==> config.mk <==
export PLATFORM = sky130hd
export DESIGN_NAME = bavg_ctrl
export DESIGN_NICKNAME = d
export VERILOG_FILES = /design/src/sv/bavg_pkg.sv /design/src/sv/bavg_ctrl.sv
export SDC_FILE = /design/constraint.sdc
export NUM_CORES = 1
export LEC_CHECK = 0
export BUFFER_PORTS_ARGS = -buffer_cell sky130_fd_sc_hd__buf_2
export CELL_PAD_IN_SITES_DETAIL_PLACEMENT = 2
export CELL_PAD_IN_SITES_GLOBAL_PLACEMENT = 2
export CORE_MARGIN = 8
export CORE_UTILIZATION = 26
export CTS_BUF_LIST = sky130_fd_sc_hd__clkbuf_16
export CTS_CLUSTER_DIAMETER = 120
export DETAILED_ROUTE_END_ITERATION = 8
export GPL_ROUTABILITY_DRIVEN = 1
export PLACE_DENSITY_LB_ADDON = 0.12
export SYNTH_ARGS = -nofsm -noshare
export SYNTH_HDL_FRONTEND = slang
export SYNTH_SLANG_ARGS = --single-unit
==> constraint.sdc <==
create_clock -name aclk -period 3.4 [get_ports aclk]
set_input_delay 0.34 -clock aclk [delete_from_list [all_inputs] [get_ports aclk]]
set_output_delay 0.34 -clock aclk [all_outputs]
set_load 0.01 [all_outputs]
==> src/sv/bavg_pkg.sv <==
// Shared constants, command/status types and helper functions for the
// block average downscaler. No dependencies.
package bavg_pkg;

    localparam int MAX_SRC_DIM = 4096;
    localparam int MAX_OUT_DIM = 1024;
    localparam int DIV_STEPS   = 32;

    localparam logic [2:0] REG_MODE       = 3'd0;
    localparam logic [2:0] REG_SRC_WIDTH  = 3'd1;
    localparam logic [2:0] REG_SRC_HEIGHT = 3'd2;
    localparam logic [2:0] REG_BLOCK_SIZE = 3'd3;
    localparam logic [2:0] REG_OUT_WIDTH  = 3'd4;
    localparam logic [2:0] REG_OUT_HEIGHT = 3'd5;

    localparam logic [1:0] DIV_COL = 2'd0;
    localparam logic [1:0] DIV_ROW = 2'd1;
    localparam logic [1:0] DIV_AVG = 2'd2;

    localparam logic [7:0] ALPHA = 8'hFF;

    typedef struct packed {
        logic       div_start;
        logic [1:0] div_sel;
        logic       load_col;
        logic       load_row;
        logic       restart;
        logic       step;
        logic       acc;
        logic       out_load;
    } cmd_t;

    typedef struct packed {
        logic cfg_hit;
        logic div_done;
        logic emit;
        logic out_free;
    } sts_t;

    typedef struct packed {
        logic [12:0] pos;
        logic [10:0] acc;
    } bound_t;

    function automatic logic [12:0] clamp_src(input logic [12:0] v);
        logic [12:0] r;
        if (v == 13'd0) begin
            r = 13'd1;
        end else if (v > 13'(MAX_SRC_DIM)) begin
            r = 13'(MAX_SRC_DIM);
        end else begin
            r = v;
        end
        return r;
    endfunction

    function automatic logic [10:0] clamp_out(input logic [12:0] v);
        logic [10:0] r;
        if (v == 13'd0) begin
            r = 11'd1;
        end else if (v > 13'(MAX_OUT_DIM)) begin
            r = 11'(MAX_OUT_DIM);
        end else begin
            r = v[10:0];
        end
        return r;
    endfunction

    // End of the following region, stepping the fractional remainder in target mode
    function automatic bound_t next_bound(input logic [12:0] pos, input logic [10:0] acc,
                                          input logic [12:0] inc, input logic [10:0] rem,
                                          input logic [10:0] dvs, input logic [12:0] lim,
                                          input logic tgt);
        logic [11:0] t;
        logic        carry;
        logic [13:0] s;
        bound_t      r;
        t     = {1'b0, acc} + {1'b0, rem};
        carry = tgt && (t >= {1'b0, dvs});
        s     = {1'b0, pos} + {1'b0, inc} + {13'd0, carry};
        r.acc = carry ? 11'(t - {1'b0, dvs}) : t[10:0];
        r.pos = (s > {1'b0, lim}) ? lim : s[12:0];
        return r;
    endfunction

endpackage

==> src/sv/bavg_ctrl.sv <==
// Controller state machine: setup divisions, pixel accumulate, average and
// output hand-off. Depends on bavg_pkg.
module bavg_ctrl (
    input  logic            aclk,
    input  logic            aresetn,
    input  logic            s_valid,
    output logic            s_ready,
    input  bavg_pkg::sts_t  sts,
    output bavg_pkg::cmd_t  cmd
);

    localparam logic [3:0] ST_COL_GO   = 4'd0;
    localparam logic [3:0] ST_COL_WAIT = 4'd1;
    localparam logic [3:0] ST_ROW_GO   = 4'd2;
    localparam logic [3:0] ST_ROW_WAIT = 4'd3;
    localparam logic [3:0] ST_RESTART  = 4'd4;
    localparam logic [3:0] ST_IDLE     = 4'd5;
    localparam logic [3:0] ST_ACC      = 4'd6;
    localparam logic [3:0] ST_AVG_WAIT = 4'd7;
    localparam logic [3:0] ST_OUT      = 4'd8;

    logic [3:0] state_reg, state_next;

    always_comb begin
        state_next = state_reg;
        cmd        = '0;
        s_ready    = 1'b0;
        case (state_reg)
            ST_COL_GO: begin
                cmd.div_start = 1'b1;
                cmd.div_sel   = bavg_pkg::DIV_COL;
                state_next    = ST_COL_WAIT;
            end
            ST_COL_WAIT: begin
                cmd.div_sel = bavg_pkg::DIV_COL;
                if (sts.div_done) begin
                    cmd.load_col = 1'b1;
                    state_next   = ST_ROW_GO;
                end
            end
            ST_ROW_GO: begin
                cmd.div_start = 1'b1;
                cmd.div_sel   = bavg_pkg::DIV_ROW;
                state_next    = ST_ROW_WAIT;
            end
            ST_ROW_WAIT: begin
                cmd.div_sel = bavg_pkg::DIV_ROW;
                if (sts.div_done) begin
                    cmd.load_row = 1'b1;
                    state_next   = ST_RESTART;
                end
            end
            ST_RESTART: begin
                cmd.restart = 1'b1;
                state_next  = ST_IDLE;
            end
            ST_IDLE: begin
                s_ready = 1'b1;
                if (s_valid) begin
                    cmd.step   = 1'b1;
                    state_next = ST_ACC;
                end
            end
            ST_ACC: begin
                cmd.acc     = 1'b1;
                cmd.div_sel = bavg_pkg::DIV_AVG;
                if (sts.emit) begin
                    cmd.div_start = 1'b1;
                    state_next    = ST_AVG_WAIT;
                end else begin
                    state_next = ST_IDLE;
                end
            end
            ST_AVG_WAIT: begin
                cmd.div_sel = bavg_pkg::DIV_AVG;
                if (sts.div_done) begin
                    state_next = ST_OUT;
                end
            end
            ST_OUT: begin
                cmd.div_sel = bavg_pkg::DIV_AVG;
                if (sts.out_free) begin
                    cmd.out_load = 1'b1;
                    state_next   = ST_IDLE;
                end
            end
            default: begin
                state_next = ST_COL_GO;
            end
        endcase
        if (sts.cfg_hit) begin
            state_next = ST_COL_GO;
        end
    end

    always_ff @(posedge aclk) begin
        if (!aresetn) begin
            state_reg <= ST_COL_GO;
        end else begin
            state_reg <= state_next;
        end
    end

endmodule

==> key figures, run 1 <==
Timing
  • Final worst path period share: 52.4%
  • Final setup violation count: 0
  • Slew margin rel.: 62.5%
  • Slew of the pin with the lowest slew margin: 0.561 ns
  • Min Tclk post-route: 1.78 ns
  • Fmax: 0.562 GHz
  • Final Hold Fails: 0
  • Pins over their slew limit: 0
  • Fin Hold WS: 0.437 ns
  • Unrepaired setup endpoints after global routing: false
  • Skew final: 0.000797 ns
  • TNS Setup: 0 ns

Drt
  • DRT Pass-1 Iters: 3
  • DR vias/cell: 5.12
  • Iter 0 DRT Violations: 8
  • Wire per inst: 14.8 um
  • Top routing layer in use: met4
  • Met2 WL: 506 um
  • Post-DRT Antenna Nets: 0
  • DRC violations left: 0
  • Met3 wire len: 76 um
  • Final WL: 1200 um
  • Via count: 415
  • Wire length on met1: 590 um

Floorplanning
  • # IOs: 17
  • Die height: 55.7 um
  • Core ar.: 1490 um^2
  • Die width: 55.7 um
  • # rows: 14
  • Die footprint: 3110 um^2
  • Starting Density: 27.6%

Pwr
  • Cell area power density: 455 nW/um^2
  • Lkg Pwr: 0.000268 uW
  • Int Pwr: 208 uW
  • Peak VDD IR: 0.318 mV
  • Combinational share of power: 7.1%
  • Clock network fraction of total power: 71.8%
  • Switching power: 43.8 uW
  • Sequential group share of total power: 21.1%
  • Design Power: 252 uW
  • Sw frac: 17.4%

Clock network
  • CTS tree: yes
  • Clock slew at reported path FFs: 0.03 ns
  • H-tree depth: 1
  • Hold-fix buffer count after cts: 0
  • Clock sink count: 4
  • Root Driver: clkbuf_16
  • CTS buffer count: 3
  • Postcts setup bufs: 0
  • Post_cts resized: 0
  • Clock Latency Late Sink: 0.22 ns
  • Maximum clock path buffer count: 2

Global route
  • Vias in the first global route: 491
  • Pin count of the biggest net entering global routing: 18
  • Overall routing resource usage: 8.17%
  • Overflow after GRT: 0
  • Global-route wire length before repair: 2200 um
  • Initial antenna violation count: 0

Worst setup path
  • Critical Path End: cmd[2]
  • Crit path arrival time: 1.44 ns
  • Worst r2r src: state_reg[2]
  • Crit. End Element: primary output
  • Worst Setup SP: state_reg[1]
  • Critical path class: reg2out
  • Crit path required time: 3.06 ns
  • Worst Setup Start Kind: flip-flop
  • Critical path peak fanout: 12
  • R2r endpoint: state_reg[1]
  • Flop2flop setup slack: 1.93 ns
  • R2R depth: 4

Job
  • Max Cap Viol: 0

Placement
  • RD Place Congestion: 0.656
  • Post-DP HPWL: 906 um
  • I/O Buffers: 16
  • Placed Area: 478 um^2

Logic synthesis
  • #FFs+latches synth: 4
  • Number of synthesis warnings: 0
  • Mapped Area: 410 um^2
  • Syn Nets: 57
  • Avg Cell Area, Syn: 8.21 um^2
  • Synthesized instance count: 50
  • Distinct cells, synth: 25
  • Seq/Total Area, Yosys: 19.5%

Finish
  • Ant. Diodes: 0
  • Fin area: 553 um^2
  • Nets: 74
  • Fin util: 37.1%
  • Area grow syn2layout: 34.8%
  • Number of fill cells: 183
  • Max FFs per register: 4
  • Share of post-route cells with drive strength above 1: 35.4%

Outcome
  • Status: completed

Worst hold path
  • Worst hold path type: in2reg
critical path: stages, from the launching register on:
cell and delay [ns]:
dfxtp_1 0.58, nor2_1 0.14, and3_1 0.22, and2_1 0.15, buf_2 0.13
how the worst min path moves through the flow:
stage               startpoint            to  slack [ns]  depth (start not counted)
finish                  sts[3]  state_reg[2]        0.44                          4
global route            sts[3]  state_reg[2]        0.47                          4
CTS                     sts[3]  state_reg[2]        0.44                          4
detailed placement      sts[3]  state_reg[2]        0.67                          4
global placement       aresetn  state_reg[3]        0.66                          3
floorplan               sts[2]  state_reg[3]        0.53                          2
kinds of logic after synthesis:
kind of cell / Yosys count / share of synthesized area [%]
multiplexers: 2 / 4.88
buffers and inverters: 4 / 7.93
AO/OA/AOI/OAI: 10 / 19.8
flip-flops: 4 / 19.5
AND/OR/NAND/NOR: 30 / 47.9
stage by stage:
step                cells  setup WS, ns
global route           81          1.49
floorplan              50          2.01
global placement       78          1.84
finish                 81          1.62
CTS                    81          1.59
detailed placement     78          1.83
power by group through the flow:
stage	Sequential, uW	Combinational (uW)	Clock [uW]
floorplan	50.5	14.6	0
global placement	53.6	18.0	0
detailed placement	53.7	18.3	0
CTS	53.1	18.3	185
global route	53.6	20.5	188
finish	53.0	17.9	181
Yosys cell counts (all sizes together):
library cell | number | area [um^2]
nor3b | 2 | 15.0
nor3 | 2 | 10.0
o31ai | 1 | 7.51
nand3b | 1 | 11.3
mux2i | 2 | 20.0
and2 | 2 | 12.5
nor2b | 4 | 25.0
o2bb2ai | 1 | 8.76
a211oi | 2 | 20.0
a41oi | 1 | 8.76
a21o | 1 | 7.51
and2b | 1 | 7.51
nor2 | 6 | 22.5
o21ai | 2 | 10.0
nand2b | 5 | 31.3
dfxtp | 4 | 80.1
and3 | 1 | 6.26
o22a | 1 | 10.0
and4b | 2 | 20.0
nand2 | 3 | 11.3
buf | 4 | 32.5
nor4b | 1 | 23.8
a32oi | 1 | 8.76
cell type report:
class | count | area (um^2) | share of cell area (%)
multi-input cells | 42 | 298 | 53.8
flip-flops and latches | 4 | 80.1 | 14.5
well taps | 16 | 20.0 | 3.62
repair buffers | 16 | 80.1 | 14.5
clock buffers | 3 | 75.1 | 13.6
routing by layer:
metal  vias to the layer above  track usage, %
met5                         -               0
met4                         0            5.28
met3                         2            2.74
met2                        13            12.0
met1                       189            9.78
li1                        211               -
cell usage in the layout (no fill, tap or decap), drive strengths merged:
master	netlist	layout
a211oi	2	2
a21o	1	1
a32oi	1	1
a41oi	1	1
and2	2	2
and2b	1	1
and3	1	1
and4b	2	2
buf	4	16
clkbuf	0	3
dfxtp	4	4
mux2i	2	2
nand2	3	3
nand2b	5	5
nand3b	1	1
nor2	6	6
nor2b	4	4
nor3	2	2
nor3b	2	2
nor4b	1	1
o21ai	2	2
o22a	1	1
o2bb2ai	1	1
o31ai	1	1
No activity file was read; power rests on OpenSTA's default activity.
==> run 2: changes to the inputs <==
Settings changed: ABC_AREA set to 1, CORE_UTILIZATION 26 to 17.
Clock period 3.4 ns to 1.5 ns, I/O delays scaled along.
==> key figures, run 2 <==
Logic synthesis
  • Most used DFF post-synth: dfxtp_1
  • Avg Cell Area, Syn: 5.54 um^2 (-33%)
  • Number of synthesis warnings: 0 (unchanged)
  • Most frequent cell after synthesis: nor2_1
  • Commonest cells in the netlist: nor2_1, nand2_1, inv_1
  • Synthesized instance count: 66 (+32%)
  • Largest area contributor in the netlist: dfxtp_1
  • Distinct cells, synth: 15 (-40%)
  • Syn Nets: 73 (+28%)
  • Mapped Area: 365 um^2 (-11%)
  • Seq/Total Area, Yosys: 21.9% (+2.4 points)
  • Top cell type's share of synthesized area: 21.9% (+2.4 points)
  • Number of enable flip-flop cells after synthesis: 0 (unchanged)
  • Ranking of synthesized cells by area: dfxtp_1, nor2_1, nand2_1
  • Post-synth ARST share: 0% (unchanged)
  • #FFs+latches synth: 4 (unchanged)

Floorplanning
  • Die width: 62.4 um (+12%)
  • Starting Density: 18.2% (-9.3 points)
  • Die footprint: 3890 um^2 (+25%)
  • # IOs: 17 (unchanged)
  • Core ar.: 2000 um^2 (+34%)
  • # rows: 16 (+2)
  • Die height: 62.4 um (+12%)

Clock network
  • Postcts setup bufs: 0 (unchanged)
  • Clock sink count: 4 (unchanged)
  • Post_cts resized: 0 (unchanged)
  • Clock slew at reported path FFs: 0.03 ns (about the same)
  • CTS tree: yes
  • Maximum clock path buffer count: 2 (unchanged)
  • H-tree depth: 1 (unchanged)
  • Root Driver: clkbuf_16
  • Clock Latency Late Sink: 0.22 ns (about the same)
  • Hold-fix buffer count after cts: 0 (unchanged)
  • CTS buffer count: 3 (unchanged)

Timing
  • Skew final: 0.000582 ns (-0.000215 ns)
  • Slew of the pin with the lowest slew margin: 0.312 ns (-0.249 ns)
  • Final setup violation count: 0 (unchanged)
  • Final worst path period share: 92.3%
  • Slew margin rel.: 79.2% (+17 points)
  • Fin Hold WS: 0.213 ns (-0.225 ns)
  • Final Hold Fails: 0 (unchanged)
  • Min Tclk post-route: 1.38 ns
  • TNS Setup: 0 ns (unchanged)
  • Fmax: 0.723 GHz
  • Pins over their slew limit: 0 (unchanged)

Global route
  • Pin count of the biggest net entering global routing: 8 (-10)
  • Global-route wire length before repair: 2210 um (+0.59%)
  • Vias in the first global route: 505 (+2.9%)
  • Overflow after GRT: 0 (unchanged)
  • Initial antenna violation count: 0 (unchanged)
  • Overall routing resource usage: 6.99% (-1.2 points)

Finish
  • Sequential cell area: 81.3 um^2 (+1.6%)
  • Commonest cells after routing, fill and taps aside: nor2_1, buf_2, nand2_1
  • Nets: 94 (+27%)
  • Footprint of the multi-input gates: 243 um^2 (-18%)
  • Max FFs per register: 4 (unchanged)
  • Ant. Diodes: 0 (unchanged)
  • Number of fill cells: 265 (+45%)
  • Share of post-route cells with drive strength above 1: 43.5% (+8.1 points)
  • Area grow syn2layout: 54.8%

Drt
  • DRC violations left: 0 (unchanged)
  • DRT Pass-1 Iters: 4 (+1)
  • DR vias/cell: 4.04 (-21%)
  • Iter 0 DRT Violations: 1 (-7)
  • Wire per inst: 11.2 um (-24%)
  • Post-DRT Antenna Nets: 0 (unchanged)
  • Final WL: 1260 um (+5.2%)
  • Via count: 453 (+9.2%)

Outcome
  • Status: completed

Placement
  • RD Place Congestion: 0.681 (+3.8%)
  • I/O Buffers: 16 (unchanged)
  • Post-DP HPWL: 1090 um (+21%)

Pwr
  • Switching power: 137 uW (+210%)
  • Cell area power density: 1100 nW/um^2 (+140%)
  • Sw frac: 22.0% (+4.6 points)
  • Int Pwr: 485 uW (+130%)
  • Clock network fraction of total power: 66.8% (-5.0 points)
  • Combinational share of power: 13.5% (+6.4 points)
  • Peak VDD IR: 0.615 mV (+93%)
  • Lkg Pwr: 0.000313 uW (+17%)
  • Sequential group share of total power: 19.7% (-1.4 points)

Worst setup path
  • Crit path arrival time: 1.23 ns (-0.21 ns)
  • Crit path required time: 1.35 ns (-1.71 ns)
  • Worst Setup Start Kind: flip-flop
  • Critical path class: reg2out
  • Crit. End Element: primary output
  • Critical path peak fanout: 7 (-5)
  • Flop2flop setup slack: 0.25 ns (-1.68 ns)

Worst hold path
  • Worst hold path type: in2reg

Job
  • Max Cap Viol: 0 (unchanged)
==> run 2: cell count changes after synthesis, moves of 3 or more <==
cell,previous run,this run
nor2_1,6,18
nand2_1,3,14
inv_1,0,10
nand2b_1,5,0
inv_2,0,4
nand2_2,0,4
nor2b_1,4,0
nand3_1,0,3
==> run 2: power by group through the flow <==
stage | Clock (uW) | Combinational (uW) | Sequential, uW
6_report | 415 | 84.0 | 123
4_1_cts | 427 | 85.4 | 121
3_5_place_dp | 0 | 85.0 | 123
3_3_place_gp | 0 | 84.1 | 123
5_1_grt | 434 | 96.2 | 124
2_1_floorplan | 0 | 56.4 | 121
==> run 2: cell families after synthesis <==
family	Yosys count	synth area share, %
flops	4	21.9
buf+inv	14	14.4
compound gates	5	8.22
simple gates	43	55.5
==> run 2: worst paths after layout <==
check             cells past startpoint         start            to
hold reg to reg                       4  state_reg[1]  state_reg[1]
setup reg to reg                      9  state_reg[0]  state_reg[3]
hold / removal                        4        sts[3]  state_reg[1]
setup / recovery                      4  state_reg[0]        cmd[7]
==> run 2: worst max-delay path, stage by stage, from the launching register on <==
cell and delay, ns:
dfxtp_1 0.39, nor2_1 0.25, nand2_2 0.13, o21ai_0 0.09, buf_2 0.15
==> run 2: stage by stage <==
stage / cells / util, % / power [uW] / setup slack (ns) / instance area, um^2
after floorplan: 66 / - / 177 / 0.357 / 365
after global placement: 109 / 23.9 / 207 / 0.225 / 479
after detailed placement: 109 / 23.9 / 208 / 0.249 / 479
after CTS: 112 / 27.7 / 633 / 0.0296 / 554
after global routing: 112 / 28.2 / 654 / -0.00220 / 566
final: 112 / 28.2 / 622 / 0.116 / 566
==> run 2: layout make-up <==
cell class,instances,area share (%)
tap,27,5.97
inverter,14,9.29
sequential,4,14.4
clock buffer,3,13.3
multi-input combinational,48,42.9
timing repair buffer,16,14.2
==> run 2: metal layers <==
metal	up-vias	track usage (%)	share of wire [%]
met5	-	0	0
met4	0	4.27	2.1
met3	2	2.69	4.8
met2	10	11.5	46
met1	206	7.37	47
li1	235	-	-
==> run 3: changes to the inputs <==
Settings changed: CORE_MARGIN 8 to 3.
==> key figures, run 3 (synthesis gave the netlist of run 2 again) <==
Outcome
  • Status: completed

Pwr
  • Clock network fraction of total power: 66.9% (about the same)
  • Sequential group share of total power: 19.7% (about the same)
  • Cell area power density: 1100 nW/um^2 (+0.12%)
  • Lkg Pwr: 0.000314 uW (+0.26%)
  • Sw frac: 22.0% (+0.023 points)
  • Design Power: 623 uW (+0.12%)
  • Peak VDD IR: 0.544 mV (-11%)
  • Switching power: 137 uW (+0.23%)
  • Combinational share of power: 13.5% (about the same)
  • Int Pwr: 486 uW (about the same)

Drt
  • Via count: 445 (-1.8%)
  • Wire per inst: 10.4 um (-7.6%)
  • DRC violations left: 0 (unchanged)
  • Iter 0 DRT Violations: 0 (-1)
  • Final WL: 1160 um (-7.6%)
  • DR vias/cell: 3.97 (-1.8%)
  • DRT Pass-1 Iters: 1 (-3)
  • Post-DRT Antenna Nets: 0 (unchanged)

Floorplanning
  • # rows: 16 (unchanged)
  • Die footprint: 2740 um^2 (-30%)
  • Core ar.: 2000 um^2 (unchanged)
  • Die height: 52.4 um (-16%)
  • Starting Density: 18.2% (unchanged)
  • # IOs: 17 (unchanged)
  • Die width: 52.4 um (-16%)

Finish
  • Commonest cells after routing, fill and taps aside: nor2_1, buf_2, nand2_1
  • Share of post-route cells with drive strength above 1: 42.4% (-1.2 points)
  • Area grow syn2layout: 54.8% (unchanged)
  • Fin area: 566 um^2 (unchanged)
  • Ant. Diodes: 0 (unchanged)
  • Fin util: 28.2% (unchanged)
  • Max FFs per register: 4 (unchanged)
  • Nets: 94 (unchanged)

Clock network
  • H-tree depth: 1 (unchanged)
  • Postcts setup bufs: 0 (unchanged)
  • Clock sink count: 4 (unchanged)
  • Root Driver: clkbuf_16
  • Hold-fix buffer count after cts: 0 (unchanged)
  • CTS tree: yes
  • CTS buffer count: 3 (unchanged)
  • Maximum clock path buffer count: 2 (unchanged)
  • Clock slew at reported path FFs: 0.03 ns (about the same)
  • Clock Latency Late Sink: 0.22 ns (about the same)

Timing
  • Min Tclk post-route: 1.38 ns (-0.00732 ns)
  • Final setup violation count: 0 (unchanged)
  • TNS Setup: 0 ns (unchanged)
  • Fmax: 0.726 GHz (+0.53%)
  • Unrepaired setup endpoints after global routing: true
  • Pins over their slew limit: 0 (unchanged)
  • Slew of the pin with the lowest slew margin: 0.323 ns (+0.0108 ns)
  • Slew margin rel.: 78.5% (-0.72 points)
  • Final Hold Fails: 0 (unchanged)
  • Final worst path period share: 91.8% (-0.49 points)
  • Skew final: 0.000413 ns (-0.000170 ns)

Worst setup path
  • Crit. End Element: primary output
  • Worst Setup SP: state_reg[3]
  • CP max-delay cell: dfxtp_1
  • Max incr delay on CP: 0.33 ns (-0.06 ns)
  • Worst r2r src: state_reg[3]
  • Critical path cell sequence: inv_1, nand2_2, nor3_2, nand2_1, o21ai_0, buf_2
  • Crit path required time: 1.35 ns (about the same)
  • Crit path arrival time: 1.23 ns (about the same)
  • Flop2flop setup slack: 0.22 ns (-0.03 ns)
  • Worst Setup Start Kind: flip-flop
  • Critical path class: reg2out
  • Critical path peak fanout: 5 (-2)

Placement
  • Placed Area: 479 um^2 (unchanged)
  • Post-DP HPWL: 979 um (-10%)
  • RD Place Congestion: 0.663 (-2.6%)
  • I/O Buffers: 16 (unchanged)

Worst hold path
  • Hold Startpoint: sts[3]
  • Worst hold path type: in2reg

Global route
  • Initial antenna violation count: 0 (unchanged)
  • Overall routing resource usage: 10.1% (+3.1 points)
  • Vias in the first global route: 470 (-6.9%)
  • Overflow after GRT: 0 (unchanged)
  • Global-route wire length before repair: 2020 um (-8.7%)
  • Pin count of the biggest net entering global routing: 8 (unchanged)
  • Met3 Usage GRT: 1.71% (-0.98 points)
  • Grt met1 use: 11.8% (+4.4 points)
  • GR met2 Demand/Resource: 16.9% (+5.4 points)
  • Busiest layer in global routing: met2

Job
  • Max Cap Viol: 0 (unchanged)
==> run 3: per-layer routing <==
metal	share of wire (%)	wire, um	vias to the layer above
met4	0	0	0
met1	47	541	202
met2	51	595	7
met5	0	0	-
met3	2.1	25	0
li1	-	-	236
==> run 3: repair_timing <==
action | CTS | global route
gates resized for setup | 0 | 5
endpoints found under the setup margin | 0 | 3
hold endpoints to repair | 0 | 0
==> run 3: worst max-delay path: cells and delay by family, from the launching register on <==
kind / cells / cell delay, ns
compound gates: 1 / 0.07
buf+inv: 2 / 0.27
flops: 1 / 0.33
simple gates: 3 / 0.33
==> run 3: area by class of cell <==
cell class              count  area (um^2)
multi-input cells          48          243
fillers                   274         1440
well taps                  27         33.8
inverters                  14         52.6
clock buffers               3         75.1
flip-flops and latches      4         81.3
repair buffers             16         80.1
==> run 3: path summary, 6_finish.rpt <==
check                               endpoint  cells past startpoint
worst min register to register  state_reg[2]                      4
worst min-delay path            state_reg[1]                      4
worst max-delay path                  cmd[8]                      6
worst max register to register  state_reg[3]                      9
==> run 3: per-stage QoR <==
step	setup WS, ns	hold slack (ns)	instances
global route	-0.00381	0.264	112
global placement	0.221	0.448	109
floorplan	0.357	0.333	66
detailed placement	0.225	0.457	109
CTS	0.0480	0.227	112
finish	0.124	0.213	112
==> run 3: power groups by stage <==
stage | sequential, uW | combinational, uW | clock (uW)
finish | 122 | 83.8 | 416
detailed placement | 123 | 83.9 | 0
floorplan | 121 | 56.4 | 0
global placement | 123 | 82.6 | 0
global route | 124 | 98.9 | 435
CTS | 121 | 85.0 | 426
